==> src/sv/tpsd_pkg.sv <==
`default_nettype none
// ---------------------------------------------------------------------------
// tpsd_pkg
// Shared types and constants of the TGA pixel stream decoder.
// ---------------------------------------------------------------------------
package tpsd_pkg;

    localparam int MAX_WIDTH  = 4096;
    localparam int MAX_HEIGHT = 4096;

    // width and height registers as written
    localparam int DIM_W  = 13;
    // saturated sizes, able to hold the maximum itself
    localparam int WE_W   = $clog2(MAX_WIDTH) + 1;
    localparam int HE_W   = $clog2(MAX_HEIGHT) + 1;
    // raster cursors
    localparam int CX_W   = $clog2(MAX_WIDTH);
    localparam int CY_W   = $clog2(MAX_HEIGHT);
    // pixel count of the image and pixels given out so far
    localparam int TOT_W  = WE_W + HE_W;
    localparam int PE_W   = TOT_W - 1;
    localparam int ADDR_W = 26;

    // configuration port
    localparam int CFG_AW = 3;
    localparam int CFG_DW = DIM_W;
    localparam logic [CFG_AW-1:0] REG_PIXEL_FORMAT = 3'd0;
    localparam logic [CFG_AW-1:0] REG_RLE_ENABLE   = 3'd1;
    localparam logic [CFG_AW-1:0] REG_IMAGE_WIDTH  = 3'd2;
    localparam logic [CFG_AW-1:0] REG_IMAGE_HEIGHT = 3'd3;
    localparam logic [CFG_AW-1:0] REG_X_REVERSE    = 3'd4;
    localparam logic [CFG_AW-1:0] REG_Y_REVERSE    = 3'd5;

    // pixel formats
    localparam logic [1:0] FMT_16 = 2'd0;
    localparam logic [1:0] FMT_24 = 2'd1;
    localparam logic [1:0] FMT_32 = 2'd2;

    // input item kinds
    localparam logic MODE_DATA = 1'b0;
    localparam logic MODE_PULL = 1'b1;

    // run-length header fields
    localparam int HDR_REPEAT_BIT = 7;
    localparam int HDR_COUNT_W    = 7;

    typedef enum logic [1:0] {
        PH_HEADER = 2'd0,
        PH_RAW    = 2'd1,
        PH_REPEAT = 2'd2,
        PH_RUN    = 2'd3
    } t_phase;

    // one decoded result on its way to the address stage
    typedef struct packed {
        logic            pixel;
        logic            run_pending;
        logic            error;
        logic            done;
        logic [CX_W-1:0] col;
        logic [CY_W-1:0] row;
        logic [WE_W-1:0] width;
        logic            texel4;
        logic [7:0]      red;
        logic [7:0]      green;
        logic [7:0]      blue;
        logic [7:0]      alpha;
    } t_pix;

endpackage
`default_nettype wire

==> src/sv/tpsd_addr.sv <==
`default_nettype none
// ---------------------------------------------------------------------------
// tpsd_addr
// Texel byte address: (column + width * row) times 3 or 4 bytes, low bits
// kept. Zero for results that carry no pixel.
// ---------------------------------------------------------------------------
module tpsd_addr (
    input  var tpsd_pkg::t_pix             i_pix,
    output logic [tpsd_pkg::ADDR_W-1:0]    o_addr
);
    import tpsd_pkg::*;

    logic [WE_W+CY_W-1:0] row_base;
    logic [ADDR_W-1:0]    lin;
    logic [ADDR_W-1:0]    scaled;

    always_comb begin
        row_base = i_pix.width * i_pix.row;
        lin      = ADDR_W'(row_base) + ADDR_W'(i_pix.col);
        // 16- and 24-bit texels occupy 3 bytes, 32-bit texels 4
        if (i_pix.texel4) begin
            scaled = lin << 2;
        end else begin
            scaled = lin + (lin << 1);
        end
        o_addr = i_pix.pixel ? scaled : '0;
    end

endmodule
`default_nettype wire

==> src/sv/tga_pixel_stream_decoder.sv <==
`default_nettype none
// ---------------------------------------------------------------------------
// tga_pixel_stream_decoder
// Decodes TGA pixel data bytes (raw or run-length packets) into RGBA pixels
// with their texel byte addresses along a configurable raster walk.
// ---------------------------------------------------------------------------
// The block takes one transfer per clock: a file byte (tuser 0) or a pull of
// the next pixel of a pending repeat run (tuser 1), and gives exactly one
// result transfer for each, via the decode stage and output registers. Decode
// and raster cursor update happen in the accepting cycle, as does the image
// size product for end-of-image detection. The address multiply sits in the
// following stage, and an output register holds the result, so input is
// taken every cycle while the output side keeps up. The user writes
// configuration only between images or while no transfer is in flight; the
// block does not enforce this. New values act on the next accepted transfer.
// ---------------------------------------------------------------------------
module tga_pixel_stream_decoder (
    input  var logic                          i_clk,
    input  var logic                          i_rst_n,
    // configuration write port
    input  var logic                          i_cfg_we,
    input  var logic [tpsd_pkg::CFG_AW-1:0]   i_cfg_addr,
    input  var logic [tpsd_pkg::CFG_DW-1:0]   i_cfg_wdata,
    // input stream
    input  var logic                          s_axis_tvalid,
    output logic                              s_axis_tready,
    input  var logic [7:0]                    s_axis_tdata,  // [7:0] data_byte
    input  var logic                          s_axis_tuser,  // [0] mode
    // result stream
    output logic                              m_axis_tvalid,
    input  var logic                          m_axis_tready,
    // [25:0] byte_address, [33:26] red, [41:34] green, [49:42] blue,
    // [57:50] alpha, [58] run_pending, [59] protocol_error, [63:60] zero
    output logic [63:0]                       m_axis_tdata,
    output logic                              m_axis_tuser,  // [0] pixel_valid
    output logic                              m_axis_tlast   // image_done
);
    import tpsd_pkg::*;

    // configuration
    logic [1:0]       r_fmt;
    logic             r_rle;
    logic [DIM_W-1:0] r_img_w;
    logic [DIM_W-1:0] r_img_h;
    logic             r_xrev;
    logic             r_yrev;

    // decoder state
    t_phase                 r_phase,    n_phase;
    logic [HDR_COUNT_W-1:0] r_left,     n_left;
    logic [1:0]             r_bphase,   n_bphase;
    logic [23:0]            r_cbuf,     n_cbuf;
    logic [31:0]            r_run,      n_run;
    logic [CX_W-1:0]        r_col,      n_col;
    logic [CY_W-1:0]        r_row,      n_row;
    logic [PE_W-1:0]        r_pe,       n_pe;

    // pipeline
    logic              r_s1_v;
    t_pix              r_s1;
    logic              r_out_v;
    t_pix              r_out;
    logic [ADDR_W-1:0] r_out_addr;

    logic              out_free;
    logic              accept;
    logic              s1_mode;
    logic [7:0]        s1_byte;
    logic [WE_W-1:0]   w_eff;
    logic [HE_W-1:0]   h_eff;
    logic [TOT_W-1:0]  total;
    logic              ended;
    logic [2:0]        bytes_in;
    logic [31:0]       decoded;
    logic [31:0]       color;
    logic              emit;
    logic [CX_W-1:0]   col_cur;
    logic [CY_W-1:0]   row_cur;
    logic              wrap;
    t_pix              s_pix;
    logic [ADDR_W-1:0] addr;

    assign out_free      = !r_out_v || m_axis_tready;
    assign s_axis_tready = !r_s1_v || out_free;
    assign accept        = s_axis_tvalid && s_axis_tready;
    assign s1_mode       = s_axis_tuser;
    assign s1_byte       = s_axis_tdata;

    // ---- configuration registers ----
    always_ff @(posedge i_clk) begin
        if (!i_rst_n) begin
            r_fmt   <= FMT_24;
            r_rle   <= 1'b0;
            r_img_w <= DIM_W'(1);
            r_img_h <= DIM_W'(1);
            r_xrev  <= 1'b0;
            r_yrev  <= 1'b0;
        end else if (i_cfg_we) begin
            unique case (i_cfg_addr)
                REG_PIXEL_FORMAT: r_fmt   <= i_cfg_wdata[1:0];
                REG_RLE_ENABLE:   r_rle   <= i_cfg_wdata[0];
                REG_IMAGE_WIDTH:  r_img_w <= i_cfg_wdata;
                REG_IMAGE_HEIGHT: r_img_h <= i_cfg_wdata;
                REG_X_REVERSE:    r_xrev  <= i_cfg_wdata[0];
                REG_Y_REVERSE:    r_yrev  <= i_cfg_wdata[0];
                default: ;
            endcase
        end
    end

    // ---- sizes and color assembly ----
    always_comb begin
        w_eff = (r_img_w > DIM_W'(MAX_WIDTH))  ? WE_W'(MAX_WIDTH)  : WE_W'(r_img_w);
        h_eff = (r_img_h > DIM_W'(MAX_HEIGHT)) ? HE_W'(MAX_HEIGHT) : HE_W'(r_img_h);
        total = w_eff * h_eff;
        ended = {1'b0, r_pe} >= total;

        case (r_fmt)
            FMT_16:  bytes_in = 3'd2;
            FMT_24:  bytes_in = 3'd3;
            default: bytes_in = 3'd4;
        endcase

        // packed as R | G<<8 | B<<16 | A<<24
        if (r_fmt == FMT_16) begin
            decoded = {8'd0,
                       r_cbuf[4:0], 3'd0,
                       s1_byte[1:0], r_cbuf[7:5], 3'd0,
                       s1_byte[6:2], 3'd0};
        end else if (r_fmt == FMT_24) begin
            decoded = {8'd0, r_cbuf[7:0], r_cbuf[15:8], s1_byte};
        end else begin
            decoded = {s1_byte, r_cbuf[7:0], r_cbuf[15:8], r_cbuf[23:16]};
        end
    end

    // ---- packet, byte and raster state ----
    always_comb begin
        n_phase  = r_phase;
        n_left   = r_left;
        n_bphase = r_bphase;
        n_cbuf   = r_cbuf;
        n_run    = r_run;
        n_col    = r_col;
        n_row    = r_row;
        n_pe     = r_pe;
        emit     = 1'b0;
        color    = decoded;
        wrap     = 1'b0;
        col_cur  = r_col;
        row_cur  = r_row;
        s_pix    = '0;

        if (ended) begin
            s_pix.error = 1'b1;
        end else if (s1_mode == MODE_PULL) begin
            if (r_phase == PH_RUN && r_left != '0) begin
                n_left = r_left - 1'b1;
                if (r_left == HDR_COUNT_W'(1)) begin
                    n_phase = PH_HEADER;
                end
                color = r_run;
                emit  = 1'b1;
            end else begin
                s_pix.error = 1'b1;
            end
        end else if (r_phase == PH_RUN) begin
            s_pix.error = 1'b1;
        end else if (r_rle && r_phase == PH_HEADER) begin
            n_left   = s1_byte[HDR_COUNT_W-1:0];
            n_phase  = s1_byte[HDR_REPEAT_BIT] ? PH_REPEAT : PH_RAW;
            n_bphase = 2'd0;
        end else if ({1'b0, r_bphase} + 3'd1 < bytes_in) begin
            case (r_bphase)
                2'd0:    n_cbuf[7:0]   = s1_byte;
                2'd1:    n_cbuf[15:8]  = s1_byte;
                default: n_cbuf[23:16] = s1_byte;
            endcase
            n_bphase = r_bphase + 2'd1;
        end else begin
            n_bphase = 2'd0;
            emit     = 1'b1;
            if (r_rle) begin
                if (r_phase == PH_REPEAT) begin
                    n_run   = decoded;
                    n_phase = (r_left != '0) ? PH_RUN : PH_HEADER;
                end else if (r_left != '0) begin
                    n_left = r_left - 1'b1;
                end else begin
                    n_phase = PH_HEADER;
                end
            end
        end

        if (emit) begin
            // the first pixel takes the start corner from the current settings
            if (r_pe == '0) begin
                col_cur = r_xrev ? CX_W'(w_eff - 1'b1) : '0;
                row_cur = r_yrev ? CY_W'(h_eff - 1'b1) : '0;
            end

            if (r_xrev) begin
                wrap  = (col_cur == '0) || ({1'b0, col_cur} >= w_eff);
                n_col = wrap ? CX_W'(w_eff - 1'b1) : col_cur - 1'b1;
            end else begin
                wrap  = ({1'b0, col_cur} + 1'b1 >= w_eff);
                n_col = wrap ? '0 : col_cur + 1'b1;
            end

            n_row = row_cur;
            if (wrap) begin
                if (r_yrev) begin
                    if (row_cur == '0 || {1'b0, row_cur} >= h_eff) begin
                        n_row = CY_W'(h_eff - 1'b1);
                    end else begin
                        n_row = row_cur - 1'b1;
                    end
                end else begin
                    n_row = ({1'b0, row_cur} + 1'b1 >= h_eff) ? '0 : row_cur + 1'b1;
                end
            end

            n_pe = r_pe + 1'b1;
            if ({1'b0, n_pe} >= total) begin
                s_pix.done = 1'b1;
                n_phase    = PH_HEADER;
                n_left     = '0;
                n_bphase   = 2'd0;
            end

            s_pix.pixel  = 1'b1;
            s_pix.col    = col_cur;
            s_pix.row    = row_cur;
            s_pix.width  = w_eff;
            s_pix.texel4 = r_fmt[1];
            s_pix.red    = color[7:0];
            s_pix.green  = color[15:8];
            s_pix.blue   = color[23:16];
            s_pix.alpha  = color[31:24];
        end

        s_pix.run_pending = !ended && (n_phase == PH_RUN);
    end

    always_ff @(posedge i_clk) begin
        if (!i_rst_n) begin
            r_phase  <= PH_HEADER;
            r_left   <= '0;
            r_bphase <= 2'd0;
            r_cbuf   <= '0;
            r_run    <= '0;
            r_col    <= '0;
            r_row    <= '0;
            r_pe     <= '0;
        end else if (accept) begin
            r_phase  <= n_phase;
            r_left   <= n_left;
            r_bphase <= n_bphase;
            r_cbuf   <= n_cbuf;
            r_run    <= n_run;
            r_col    <= n_col;
            r_row    <= n_row;
            r_pe     <= n_pe;
        end
    end

    // ---- pipeline: decode stage, address stage, output register ----
    always_ff @(posedge i_clk) begin
        if (!i_rst_n) begin
            r_s1_v  <= 1'b0;
            r_out_v <= 1'b0;
        end else begin
            if (s_axis_tready) begin
                r_s1_v <= s_axis_tvalid;
            end
            if (out_free) begin
                r_out_v <= r_s1_v;
            end
        end
    end

    always_ff @(posedge i_clk) begin
        if (accept) begin
            r_s1 <= s_pix;
        end
        if (out_free && r_s1_v) begin
            r_out      <= r_s1;
            r_out_addr <= addr;
        end
    end

    tpsd_addr u_addr (
        .i_pix  (r_s1),
        .o_addr (addr)
    );

    assign m_axis_tvalid = r_out_v;
    assign m_axis_tuser  = r_out.pixel;
    assign m_axis_tlast  = r_out.done;
    assign m_axis_tdata  = {4'd0, r_out.error, r_out.run_pending,
                            r_out.alpha, r_out.blue, r_out.green, r_out.red,
                            r_out_addr};

    // ---- assertions ----
    a_run_has_pixels: assert property (@(posedge i_clk) disable iff (!i_rst_n)
        r_phase == PH_RUN |-> r_left != '0)
        else $error("run phase with no pixels left");

    a_err_no_pixel: assert property (@(posedge i_clk) disable iff (!i_rst_n)
        r_out_v |-> !(r_out.error && r_out.pixel))
        else $error("refused transfer carries a pixel");

    a_done_is_pixel: assert property (@(posedge i_clk) disable iff (!i_rst_n)
        r_out_v && r_out.done |-> r_out.pixel && !r_out.run_pending)
        else $error("image end without a final pixel");

    a_stall_only_when_full: assert property (@(posedge i_clk) disable iff (!i_rst_n)
        !s_axis_tready |-> r_out_v && r_s1_v && !m_axis_tready)
        else $error("input stalled while the pipeline has room");

endmodule
`default_nettype wire

==> config.mk <==
export PLATFORM = sky130hd
export DESIGN_NAME = tga_pixel_stream_decoder
export DESIGN_NICKNAME = d
export VERILOG_FILES = /design/src/sv/tpsd_pkg.sv /design/src/sv/tpsd_addr.sv /design/src/sv/tga_pixel_stream_decoder.sv
export SDC_FILE = /design/constraint.sdc
export NUM_CORES = 2
export LEC_CHECK = 0
export ABC_AREA = 0
export BUFFER_PORTS_ARGS = -buffer_cell sky130_fd_sc_hd__buf_2
export CORE_AREA = 2 2 259 261
export DETAILED_ROUTE_END_ITERATION = 8
export DIE_AREA = 0 0 261 263
export GPL_TIMING_DRIVEN = 0
export PLACE_DENSITY = 0.66
export SLEW_MARGIN = 20
export SYNTH_ARGS = -nofsm -noshare
export SYNTH_HDL_FRONTEND = slang
export SYNTH_SLANG_ARGS = --single-unit
==> constraint.sdc <==
create_clock -name i_clk -period 10.3 [get_ports i_clk]
set_input_delay 0.515 -clock i_clk [delete_from_list [all_inputs] [get_ports i_clk]]
set_output_delay 0.515 -clock i_clk [all_outputs]
set_load 0.005 [all_outputs]
# Word level (Yosys, flattened, before mapping)
# Index checks and enable logic that the tools add are counted.
# totals
ff_bits	285
inputBits	30
wordCells	183
# op_classes
addsub	14
multipliers	2
n_lt_le_gt_ge	9
eq_ne	11
mux	67
bitwise	7
reduce_logical	33
# ops
cell	count
two-way mux 32 bit	5
two-way mux 12 bit	13
two-way mux 7 bit	11
greater-or-equal comparator 25 x 26 -> 1 bit	2
subtractor 12 x 1 -> 12 bit (second input constant)	4
two-way mux 2 bit	21
adder 12 x 1 -> 13 bit (second input constant)	2
adder 25 x 12 -> 26 bit	1
adder 26 bit	1
greater-or-equal comparator 12 x 13 -> 1 bit	2
greater-or-equal comparator 13 bit	2
greater-than comparator 13 bit (second input constant)	2
multiplier 13 x 13 -> 26 bit	1
two-way mux 13 bit	2
two-way mux 26 bit	1
adder 25 x 1 -> 25 bit (second input constant)	1
zero test 25 bit	1
multiplier 13 x 12 -> 25 bit	1
adder 12 x 1 -> 12 bit (second input constant)	2
zero test 12 bit	2
AND reduction 7 bit	3
AND reduction 2 bit	7
two-way mux 1 bit	13
AND reduction 8 bit	1
other kinds (19)	42

# Logic depth before layout (Yosys ltp)
# depth
depth_word	14
ltp_mapped	40
depth_no_buf	35

# By module
# A second synthesis with hierarchy kept.
# hier_totals
cells_unflattened	3378
area_unflattened_um2	29329.4
# by_module_without_submodules
module	n_inst	cells_each	area_each_um2	seq_area_each_um2
tga_pixel_stream_decoder	1	2499	22105.0	7066.8
tpsd_addr	1	879	7224.4	0.0

# Least setup slack after synthesis
# No wires, ideal clock.
# synth_path
path_type	reg2reg
from	register r_img_w[2]
to	register r_row[1]
t_arrival_ns	8.976
path_slack_ns	1.194
path_stages_with_launch	39
cell_sequence	dfxtp_1 > buf_6 > or4_4 > buf_6 > o41ai_4 > and2_1 > clkbuf_1 > inv_2 > nor2_1 > fa_1 > fa_1 > fa_1 > fa_1 > inv_1 > fa_1 > inv_1 > ha_1 > a21o_1 > [... 3 more ...] > nand2b_1 > a21oi_1 > xor2_1 > ha_1 > nand4_1 > nor3_1 > nor4_1 > a31oi_1 > a211o_1 > maj3_1 > o2111ai_1 > o21ai_1 > a221o_1 > buf_2 > clkbuf_1 > buf_2 > o211ai_1 > o41ai_1
# synth_between
elab_chain_cells	11
# synth_lines
item	line	rtl
from (decl)	tga_pixel_stream_decoder.sv:43	logic [DIM_W-1:0] r_img_w;
from (signal assigned)	tga_pixel_stream_decoder.sv:102	REG_IMAGE_WIDTH: r_img_w <= i_cfg_wdata;
greater-than comparator 13 bit	tga_pixel_stream_decoder.sv:113	w_eff = (r_img_w > DIM_W'(MAX_WIDTH)) ? WE_W'(MAX_WIDTH) : WE_W'(r_img_w);
two-way mux 13 bit *	tga_pixel_stream_decoder.sv:113	
subtractor 12 x 1 -> 12 bit	tga_pixel_stream_decoder.sv:198	col_cur = r_xrev ? CX_W'(w_eff - 1'b1) : '0;
two-way mux 12 bit	tga_pixel_stream_decoder.sv:198	
two-way mux 12 bit	tga_pixel_stream_decoder.sv:197	if (r_pe == '0) begin
two-way mux 12 bit	tga_pixel_stream_decoder.sv:195	if (emit) begin
adder 12 x 1 -> 13 bit, or another cell as far along	tga_pixel_stream_decoder.sv:206	wrap = ({1'b0, col_cur} + 1'b1 >= w_eff);
greater-or-equal comparator 13 bit / logical OR 1 bit (equally long branches)	tga_pixel_stream_decoder.sv:206, tga_pixel_stream_decoder.sv:203	
two-way mux 1 bit	tga_pixel_stream_decoder.sv:202	if (r_xrev) begin
two-way mux 1 bit	tga_pixel_stream_decoder.sv:195	
two-way mux 12 bit	tga_pixel_stream_decoder.sv:211	if (wrap) begin
to (signal assigned)	tga_pixel_stream_decoder.sv:262	r_row <= n_row;
to (decl)	tga_pixel_stream_decoder.sv:55	logic [CY_W-1:0] r_row, n_row;
# Mark *: on every way between the ends. The rest lies on a longest branch, timed or not. The select of a mux whose other input is x is not followed.
# A chain may end at the register's enable or synchronous reset.

# Worst setup path after layout
# layout_path
from	register r_img_w[12]
to	register r_row[1]
# Same word-level chain as after synthesis.

==> results.toml <==
[status]
status = "complete, no violations"

[cells_and_area]
multi_input_area_um2 = 20400
layout_common_cells = "409 x nand2_1, 347 x inv_1, 277 x nor2_1"
fin_nets = 4069
final_common_cell = "nand2_1"
area_growth_pct = 10.0
nFillCells = 6311
regArea_um2 = 7070
layout-drive-gt1-share_pct = 8.66

[flow_run]
timing.max_cap.violations = 0

[place]
port_buffers = 93
place_ws_ps = -1540
dpl.hpwl_mm = 69.6
gp_congestion = 0.963

[synthesis]
synth_area_leaders = "fa_1 17%, edfxtp_1 14%, ha_1 12%, dfxtp_1 10%, nand2_1 5.3%"
syn_area_um2 = 29400
ys_warn_count = 0
yosysSeqAreaShare_pct = 24.1
yosysUniqueCellTypes = 105
synth_edf_count = 136
syn_inst = 3388
synth_top_area_share_pct = 16.6
ys_ff_latch = 285
ys_async_sr_fraction_pct = 0
syn_avg_cell_area_um2 = 8.67
ys.flop_type = "dfxtp_1"
synth_top_cell_by_area = "fa_1"

[worst_setup_path]
r2r-end = "r_row[1]"
critPathMostFrequentCell = "fa_1"
worst-r2r-setup-slack_ps = 320
worst-path-max-fanout = 12
end_kind = "register"
crit_path_top_delay_cell = "fa_1"
cpPeakStageDelay_ps = 630
start_kind = "register"
reg2regPathDepth = 35
criticalPathCategory = "reg -> reg"
rr_startpoint = "r_img_w[12]"
arrival_ps = 10480
required_ps = 10800

[clock_network]
h-tree-depth = 1
cts_made_buffers = 30
clk_latency_ps = 610
clk_pin_slew_worst_paths_ps = 70
clock_path_buffers = 3
cts_tree = "yes"
cts-root-buf = "clkbuf_16"
clock-sinks = 285

[sta]
worst_pin_slew_ps = 961
worst_hold_slack_ps = 129
setup_ws_ps = 322
fin_crit_sh_pct = 96.9
slew_headroom_pct = 35.4
period_minus_slack_ps = 9980
clock_skew_ps = 44.1
finalHoldViolations = 0
max_freq_mhz = 100
grt_setup_unrepaired = "yes"
finalSetupViolations = 0
drv_slew = 0

[worst_hold_path]
hold_end = "r_s1_v"
min_delay_path_depth = 3
min_path_type = "in -> reg"
min_from = "s_axis_tvalid"

[die]
ios = 98
dieArea_um2 = 68600
die_y_um = 263
initial_core_util_pct = 44.7
die_w_um = 261
rows = 94
core_um2 = 65600

[power_and_ir_drop]
switching_power_uw = 1820
p_sw_share_pct = 39.2
combPwrFrac_pct = 47.6
p_per_area_nw_per_um2 = 143
power.share.sequential_pct = 27.9
leakage_uw = 0.0141
p_int_uw = 2820
power_frac_clock_pct = 24.4
irDropWorstVdd_mv = 0.183

[detailed_routing]
vias = 24991
post-route-drc-count = 0
routed_via_density = 5.67
antenna_left = 0
initialDrtViolationCount = 2259
wl_per_cell_um = 19.7
postRouteWirelength_mm = 86.9
dr.pass1.iters = 5

[global_route]
antenna_found_initial = 2
met2_usage_pct = 40.2
grt_max_degree = 52
gr-usage-all-layers_pct = 25.2
use_met1_pct = 35.0
grt_pass1_wl_mm = 137
grt_overflow = 0
met3_usage_pct = 3.39
grt_busiest_layer = "met2"
grt_pass1_vias = 24324
==> sequential cells by signal, indices dropped and copies added, names as in the netlist, 7 cells and up <==
signal,cells
r_col,12
r_left,7
r_row,12
r_img_w,13
r_out_addr,26
r_s1,74
r_img_h,13
r_pe,25
r_cbuf,24
r_run,32
m_axis_tdata,34
==> timing repair <==
action                     CTS  global route
pin swaps                    1             7
setup endpoints to repair  190           184
setup buffers                2             7
gates resized for setup     43            59
hold buffers                 0             0
==> routing by layer <==
layer | up-vias | wire length, um
met4 | 0 | 3530
met1 | 12021 | 38000
li1 | 11869 | -
met3 | 180 | 6050
met2 | 921 | 39400
met5 | - | 0
==> worst max-delay path, delay by kind of cell (launching register included) <==
kind	cells	cell delay [ps]
AOI/OAI and AO/OA	11	2600
xor gates and xnor gates	1	230
buffers and inverters	8	1770
DFF	1	330
and+or+nand+nor	7	1090
adders and majority gates	8	3800
==> cell usage after synthesis (72+ instances only) <==
cell / number
nand2_1: 411
inv_1: 348
nor2_1: 282
ha_1: 276
fa_1: 244
a21oi_1: 199
dfxtp_1: 149
clkbuf_1: 141
edfxtp_1: 136
o21ai_0: 117
and2_1: 103
nand3_1: 85
mux2i_1: 83
xnor2_1: 72
==> area by class of cell <==
class	instances	share of cell area [%]
multi-input combinational	2559	63.0
sequential	285	21.9
inverter	368	4.34
tap	864	3.35
clock buffer	33	2.39
buffer	170	2.37
timing repair buffer	105	1.86
clock inverter	23	0.771
antenna	1	0.00775
==> cell families (layout without fill, tap and decap cells) <==
group / Yosys count / in the layout / share of synthesized area (%)
and+or+nand+nor: 1167 / 1167 / 18.8
buffers and inverters: 547 / 699 / 7.23
other: 1 / 5 / 0.0128
DFF: 285 / 285 / 24.1
xor gates and xnor gates: 116 / 116 / 3.53
muxes: 86 / 86 / 2.95
adders and majority gates: 522 / 522 / 28.5
AOI/OAI and AO/OA: 664 / 664 / 14.9
==> worst max-delay path by stage <==
stage | startpoint | end | slack [ps] | cells after the start
final | r_img_w[12] | r_row[1] | 320 | 35
after global routing | r_img_w[12] | r_left[0] | -70 | 35
after CTS | r_img_w[2] | r_s1[3] | 5 | 36
after detailed placement | r_img_w[12] | r_s1[3] | -1540 | 35
after global placement | r_img_w[12] | r_s1[3] | -1610 | 35
after floorplan | r_img_w[2] | r_row[1] | 1190 | 38
==> per-stage QoR <==
stage / std cells / util, % / setup TNS [ps] / cell area, um^2 / total power, uW
CTS: 4405 / 48.9 / 0 / 32100 / 4620
floorplan: 3391 / - / 0 / 29400 / 3010
global route: 4408 / 49.2 / -376 / 32300 / 4970
finish: 4408 / 49.2 / 0 / 32300 / 4630
global placement: 4348 / 47.1 / -216520 / 30900 / 3480
detailed placement: 4351 / 47.2 / -209420 / 31000 / 3490
==> power by group through the flow <==
| stage | sequential (uW) | combinational, uW | clock [uW] |
|---|---|---|---|
| 6_report | 1290 | 2210 | 1130 |
| 5_1_grt | 1300 | 2480 | 1190 |
| 4_1_cts | 1290 | 2190 | 1140 |
| 3_5_place_dp | 1320 | 2170 | 0 |
| 3_3_place_gp | 1320 | 2160 | 0 |
| 2_1_floorplan | 1320 | 1690 | 0 |
Power figures use the tool's default switching activity.
